==> src/hdl/lidar_point_time_from_azimuth_core_defines.svh <==
// Assertion macros shared by the point time stamping block.
// No dependencies.
`ifndef LIDAR_POINT_TIME_FROM_AZIMUTH_CORE_DEFINES_SVH
`define LIDAR_POINT_TIME_FROM_AZIMUTH_CORE_DEFINES_SVH
// implication checked on every edge outside reset
`define LPT_ASSERT_IMPL(label, ante, cons) \
   label: assert property (@(posedge clock) disable iff (reset) (ante) |-> (cons)) \
      else $error("lpt: same-cycle check failed");
// next-cycle implication
`define LPT_ASSERT_NEXT(label, ante, cons) \
   label: assert property (@(posedge clock) disable iff (reset) (ante) |=> (cons)) \
      else $error("lpt: next-cycle check failed");
`endif

==> src/hdl/lpt_pkg.sv <==
// Shared types and constants for the lidar point time stamping block.
// No dependencies.
package lpt_pkg;
   localparam int NumRingsDefault = 32;
   localparam int CordicSteps = 16;
   localparam logic [21:0] TimeMax = 22'h3FFFFF;
   localparam int HalfTurn = 46080;
   localparam int FullTurn = 92160;

   typedef enum logic [2:0] {
      CSR_SCAN_RATE = 3'd0,
      CSR_TIME_UNIT = 3'd1,
      CSR_GIVEN_MODE = 3'd2,
      CSR_DECIMATION = 3'd3,
      CSR_BLIND = 3'd4
   } csr_index_type;

   typedef enum logic [1:0] {
      UNIT_S = 2'd0,
      UNIT_MS = 2'd1,
      UNIT_US = 2'd2,
      UNIT_NS = 2'd3
   } time_unit_type;

   // controller -> datapath
   typedef struct packed {
      logic load;       // capture input beat
      logic cordic_step;
      logic calc_lag;   // read ring state, form lag
      logic div_start;
      logic div_step;
      logic retry;      // add a turn and divide again
      logic finish;     // saturate, write back, decide emit
      logic dist_step;
   } lpt_cmd_type;

   // datapath -> controller
   typedef struct packed {
      logic given_mode;
      logic ring_bad;
      logic first_point;
      logic went_back;
      logic keep;
   } lpt_sts_type;

   function automatic logic [31:0] atan_entry(input logic [3:0] i);
      logic [31:0] r;
      case (i)
         4'd0: r = 32'd2949120;  4'd1: r = 32'd1740967;
         4'd2: r = 32'd919879;   4'd3: r = 32'd466945;
         4'd4: r = 32'd234379;   4'd5: r = 32'd117304;
         4'd6: r = 32'd58666;    4'd7: r = 32'd29335;
         4'd8: r = 32'd14668;    4'd9: r = 32'd7334;
         4'd10: r = 32'd3667;    4'd11: r = 32'd1833;
         4'd12: r = 32'd917;     4'd13: r = 32'd458;
         4'd14: r = 32'd229;     default: r = 32'd115;
      endcase
      return r;
   endfunction
endpackage

==> src/hdl/lpt_controller.sv <==
// Sequencer for one point: load, CORDIC, lag, divide, finish, distance, emit.
// Depends on lpt_pkg and the assertion macro header.
`include "lidar_point_time_from_azimuth_core_defines.svh"
module lpt_controller (
   input  logic                 clock,
   input  logic                 reset,
   input  logic                 req_valid,
   output logic                 req_stall,
   output logic                 rsp_valid,
   input  logic                 rsp_stall,
   output lpt_pkg::lpt_cmd_type cmd,
   input  lpt_pkg::lpt_sts_type sts,
   output logic [3:0]           step_idx
);
   import lpt_pkg::*;
   typedef enum logic [3:0] {
      S_IDLE, S_CORDIC, S_LAG, S_DSTART, S_DIV, S_CHECK, S_FIN, S_DIST, S_OUT
   } state_type;

   state_type state_ff;
   logic [4:0] cnt_ff;
   logic retried_ff;
   logic rsp_valid_ff;

   assign step_idx = cnt_ff[3:0];
   assign req_stall = (state_ff != S_IDLE) && !(state_ff == S_OUT && !rsp_stall);
   assign rsp_valid = rsp_valid_ff;

   always_comb begin
      cmd = '0;
      cmd.load = req_valid && !req_stall;
      case (state_ff)
         S_CORDIC: cmd.cordic_step = 1'b1;
         S_LAG: cmd.calc_lag = 1'b1;
         S_DSTART: cmd.div_start = 1'b1;
         S_DIV: cmd.div_step = 1'b1;
         S_CHECK: cmd.retry = sts.went_back && !retried_ff;
         S_FIN: cmd.finish = 1'b1;
         // accumulate x, y, z squares, then compare once all three are summed
         S_DIST: cmd.dist_step = (cnt_ff != 5'd3);
         default: ;
      endcase
   end

   always_ff @(posedge clock) begin
      if (reset) begin
         state_ff <= S_IDLE;
         cnt_ff <= '0;
         retried_ff <= 1'b0;
         rsp_valid_ff <= 1'b0;
      end else begin
         case (state_ff)
            S_IDLE, S_OUT: begin
               if (state_ff == S_OUT && !rsp_stall) rsp_valid_ff <= 1'b0;
               if (cmd.load) begin
                  cnt_ff <= '0;
                  retried_ff <= 1'b0;
                  state_ff <= S_CORDIC;
               end else if (state_ff == S_OUT && !rsp_stall) state_ff <= S_IDLE;
            end
            S_CORDIC: begin
               if (sts.given_mode) begin
                  cnt_ff <= '0; state_ff <= S_FIN;
               end else if (cnt_ff == 5'(CordicSteps - 1)) state_ff <= S_LAG;
               else cnt_ff <= cnt_ff + 5'd1;
            end
            S_LAG: begin
               cnt_ff <= '0;
               state_ff <= (sts.ring_bad || sts.first_point) ? S_IDLE : S_DSTART;
            end
            S_DSTART: begin cnt_ff <= '0; state_ff <= S_DIV; end
            S_DIV: begin
               if (cnt_ff == 5'd19) state_ff <= S_CHECK;
               else cnt_ff <= cnt_ff + 5'd1;
            end
            S_CHECK: begin
               if (sts.went_back && !retried_ff) begin
                  retried_ff <= 1'b1; state_ff <= S_DSTART;
               end else state_ff <= S_FIN;
            end
            S_FIN: begin cnt_ff <= '0; state_ff <= S_DIST; end
            S_DIST: begin
               if (cnt_ff == 5'd3) begin
                  if (sts.keep) begin rsp_valid_ff <= 1'b1; state_ff <= S_OUT; end
                  else state_ff <= S_IDLE;
               end else cnt_ff <= cnt_ff + 5'd1;
            end
            default: state_ff <= S_IDLE;
         endcase
      end
   end

   `LPT_ASSERT_IMPL(a_rsp_only_out, rsp_valid, state_ff == S_OUT || state_ff == S_CORDIC)
   `LPT_ASSERT_IMPL(a_load_when_free, cmd.load, state_ff == S_IDLE || state_ff == S_OUT)
   `LPT_ASSERT_NEXT(a_load_starts, cmd.load, state_ff == S_CORDIC)
endmodule

==> config.mk <==
export PLATFORM = sky130hd
export DESIGN_NAME = lpt_controller
export DESIGN_NICKNAME = d
export VERILOG_FILES = /design/src/hdl/lpt_pkg.sv /design/src/hdl/lpt_controller.sv
export VERILOG_INCLUDE_DIRS = /design/src /design/src/hdl
export SDC_FILE = /design/constraint.sdc
export NUM_CORES = 1
export LEC_CHECK = 0
export ABC_AREA = 1
export BUFFER_PORTS_ARGS = -buffer_cell sky130_fd_sc_hd__buf_2
export CORE_MARGIN = 5
export CORE_UTILIZATION = 52
export DETAILED_ROUTE_END_ITERATION = 8
export HOLD_SLACK_MARGIN = 0.08
export PLACE_DENSITY = 0.78
export SETUP_SLACK_MARGIN = 0.05
export SLEW_MARGIN = 20
export SYNTH_ARGS = -nofsm -noshare
export SYNTH_HDL_FRONTEND = slang
export SYNTH_SLANG_ARGS = --single-unit
==> constraint.sdc <==
create_clock -name clock -period 2 [get_ports clock]
set_input_delay 0.2 -clock clock [delete_from_list [all_inputs] [get_ports clock]]
set_output_delay 0.2 -clock clock [all_outputs]
set_load 0.01 [all_outputs]
# == Word-level counts from Yosys, hierarchy flattened ==
# Cells that the tools add are included.
# W data, S select, Z words.
# word_totals
regBits,11
wordCells,78
output_inout_bits,14
# classes
n_mux,30
n_eq_ne,23
reduce_logical,20
add_sub_neg,1
# op_table
cell,n
$pmux W4 S8,1
$mux W4,7
$mux W5,5
$pmux W5 S5,1
$eq A4 B3 Y1 const B,4
$ne A2 B2 Y1 const B,8
$mux W1,12
$ne A3 B3 Y1 const B,3
$eq A4 B2 Y1 const B,2
$reduce_and A4 Y1,2
$add A5 B1 Y5 const B,1
$eq A5 B2 Y1 const B,1
$eq A5 B4 Y1 const B,1
$eq A5 B5 Y1 const B,1
$ne A5 B2 Y1 const B,1
$reduce_and A5 Y1,1
$reduce_bool A5 Y1,1
$eq A4 B1 Y1 const B,1
$eq A4 B4 Y1 const B,1
$logic_and A1 B1 Y1,4
$logic_not A1 Y1,4
$logic_not A4 Y1,1
$pmux W1 S2,2
$reduce_bool A2 Y1,2
other kinds (7),7

# == Logic depth before layout (Yosys ltp) ==
# logic_depth
word_depth,8
mapped_depth,11
ltp_nobuf,11

# == Least setup slack after synthesis ==
# Ideal clock, no wire load.
# synth_path
kind,register to register
startpoint,reg cnt_ff[0]
endpoint,reg cnt_ff[0]
slack_ns,0.437
path_buffers,0
path_stages_with_launch,11
arrival_ns,1.450
t_required_ns,1.886
cell_sequence,dfxtp_1 > ha_1 > nand2_1 > nor2_1 > ha_1 > nand2_1 > nor2_1 > nor2_1 > nand3_4 > a21oi_1 > nor2_1
# synth_via
elab_chain_cells,4
word_cells_on_any_way,13
classes_between,add/sub (1); eq/ne (6); mux (5); reduce/logical (1)
# synth_lines
item,line,text
"start, declared",lpt_controller.sv:21,logic [4:0] cnt_ff;
"start signal, assigned",lpt_controller.sv:65,else cnt_ff <= cnt_ff + 5'd1;
"start signal, assigned",lpt_controller.sv:74,else cnt_ff <= cnt_ff + 5'd1;
"start signal, assigned",lpt_controller.sv:86,end else cnt_ff <= cnt_ff + 5'd1;
$add A5 B1 Y5,"lpt_controller.sv:65, lpt_controller.sv:74, lpt_controller.sv:86",
$mux W5,lpt_controller.sv:64,end else if (cnt_ff == 5'(CordicSteps - 1)) state_ff <= S_LAG;
$mux W5,lpt_controller.sv:62,if (sts.given_mode) begin
$pmux W5 S5,lpt_controller.sv:52,case (state_ff)
# Parallel ways exist; a longest one is shown, timed or not. The select of a mux whose other input is x is not followed.
# A chain may end at the register's enable or synchronous reset.

# == Final worst setup path ==
# layout_path
startpoint,reg cnt_ff[0]
endpoint,reg cnt_ff[1]
# Same word-level chain as after synthesis.

==> flow_summary.ini <==
[run_status]
status = finished, final reports clean

[grt]
antenna_found_initial = 0
grt.overflow.total = 0
track_usage_pct = 18.4
grt_pass1_vias = 919
grt_pass1_wl_mm = 3.83
grt_max_degree = 10

[drt]
ant_nets = 0
finalWirelength_mm = 2.17
first_pass_iters = 4
drc = 0
avgRoutedWirePerCell_um = 10.9
vias = 997
drtIter0Drc = 30
vias_per_cell = 5.01

[min_path]
hold_path_class = input pin to flop

[critical_path]
start_kind = flop
cp_slowest_cell = dfxtp_1
crit_arrival_ns = 1.93
r2r_end = cnt_ff[1]$_SDFFE_PP0P_
crit_path_end_kind = flop
cp.required_ns = 2.19
crit_type = flop to flop
crit_chain = ha_1 -> nand2_1 -> nor2_1 -> ha_1 -> nand2_1 -> nor2_1 -> nor2_1 -> nand3_4 -> nand2_1 -> nand2_1 -> nor2_1
regToRegSetupSlack_ns = 0.26
endpoint = cnt_ff[1]$_SDFFE_PP0P_
crit_start = cnt_ff[0]$_SDFFE_PP0P_
reg2reg_depth = 11
slowest_delay_ns = 0.35
timing.rr.start = cnt_ff[0]$_SDFFE_PP0P_
crit_fanout = 8

[timing]
slew_viol_final = 0
max_clock_freq_mhz = 576
hold_violations = 0
finalClockSkew_ns = 0.00280
min_period_over_period_pct = 86.8
setup-violations-final = 0
worstMarginPinSlew_ns = 0.397
finalSetupTns_ns = 0
max-slew-margin-rel_pct = 73.5
timing.final.crit_period_ns = 1.74
rsz0062_at_grt = no

[logic_synthesis]
synth_edf_count = 0
synth_xor_area_share_pct = 0.938
ys.warnings.count = 0
synth_top_family_by_area = simple AND/OR/NAND/NOR gates
synthMuxAreaShare_pct = 0
synth-seq-area-share_pct = 23.6
synthCells = 153
synthAdderAreaFrac_pct = 2.68
synth.distinct_cells = 25
ys_ff_latch = 11
syn_nets = 164
synthArstFlopShare_pct = 0
syn_avg_cell_area_um2 = 6.10
ys.flop_type = dfxtp_1
synthesis.area_um2 = 933
synth-simple-area-share_pct = 48.3
synth_compound_area_share_pct = 10.5

[layout]
antenna_cells = 0
multi_input_area_um2 = 582
fin_nets = 186
final_common_cell = nand2_1
nFillCells = 175
drive_above_1_share_pct = 28.2
seqCellArea_um2 = 220
syn_to_final_growth_pct = 13.9
stdcell_count = 199
final_cell_mix = nand2_1 (38), buf_2 (22), nor2_1 (21)

[placed_design]
port_buffers = 22
finalWeightedCongestion = 0.948
hpwl_mm = 1.82
place_inst = 195

[die]
die_area_um2 = 2740
start_util_pct = 54.7
io_pins = 23
die_w_um = 52.4
core_um2 = 1710
rows = 15
die_h_um = 52.4

[cts]
tritoncts = built
root_buffer = clkbuf_4
cts_buffers = 3
clk_path_buf_depth = 2
cts.repair.resized = 0
clk-insertion-delay-late_ns = 0.26
post_cts_buffers = 0
cts-htree-levels = 1
postCtsHoldBufs = 0
cts_sinks = 11
clk_pin_slew_ns = 0.07

[power]
power_leakage_nw = 0.598
power_density_nw_per_um2 = 936
ir_drop_mv = 0.563

[run]
drv_cap = 0
critical path, delay by kind of cell, from the launching register on:
family / cells / cell delay, ns
and+or+nand+nor: 9 / 0.83
adders and majority gates: 2 / 0.48
DFF: 1 / 0.35
logic make-up after synthesis:
logic type / after synthesis
AOI/OAI and AO/OA: 17
xor gates and xnor gates: 1
adders and majority gates: 2
buffers and inverters: 30
DFF: 11
and+or+nand+nor: 92
Yosys cell counts, types with 2 or more instances:
master	n	area, µm²
o211ai_1	2	15.0
inv_1	20	75.1
nand2_2	6	37.5
ha_1	2	25.0
nor2_4	2	22.5
o21ai_0	2	10.0
nand2_1	38	143
nand4_1	3	18.8
nor2_1	21	78.8
nor2_2	5	31.3
buf_4	5	37.5
inv_2	5	18.8
a21oi_1	10	50.1
nand3b_1	2	15.0
dfxtp_1	11	220
nand3_1	10	50.1
per-layer routing:
layer	vias up	GRT usage (%)	routed length [µm]
met5	-	0	0
met4	0	5.11	15
met3	4	3.42	166
met2	41	30.2	1000
met1	430	24.3	983
li1	522	-	-
worst min-delay path by stage:
stage / from / endpoint / cells past startpoint
floorplan: reset / state_ff[3]$_SDFFE_PP0P_ / 1
global placement: reset / state_ff[3]$_SDFFE_PP0P_ / 2
detailed placement: reset / state_ff[3]$_SDFFE_PP0P_ / 2
CTS: reset / state_ff[3]$_SDFFE_PP0P_ / 2
global route: reset / state_ff[3]$_SDFFE_PP0P_ / 2
finish: reset / state_ff[3]$_SDFFE_PP0P_ / 2
sequential cells by signal (all words and copies together) (netlist names):
name	cells
state_ff	4
retried_ff	1
cnt_ff	5
rsp_valid	1
cell type report:
type                            instances  area share (%)
Timing Repair Buffer                   22            10.4
Clock buffer                            4            2.47
Tap cell                               25            2.94
Sequential cell                        11            20.7
Inverter                               25            8.82
Multi-Input combinational cell        112            54.7
through the flow:
stage	worst slack, ns	total power (W)	hold WS [ns]	area, µm²	utilization (%)
2_1_floorplan	0.437	0.000733	0.262	933	-
3_3_place_gp	0.391	0.000837	0.449	1040	60.7
3_5_place_dp	0.291	0.000854	0.461	1040	60.7
4_1_cts	0.274	0.00100	0.193	1060	62.3
5_1_grt	0.103	0.00109	0.190	1060	62.3
6_report	0.264	0.000995	0.193	1060	62.3
power by group:
| part | internal (W) | switching (W) | total [W] |
|---|---|---|---|
| registers | 0.000255 | 0.0000594 | 0.000315 |
| logic | 0.000195 | 0.000342 | 0.000537 |
| clock network | 0.0000769 | 0.0000671 | 0.000144 |
Power figures use the tool's default switching activity.
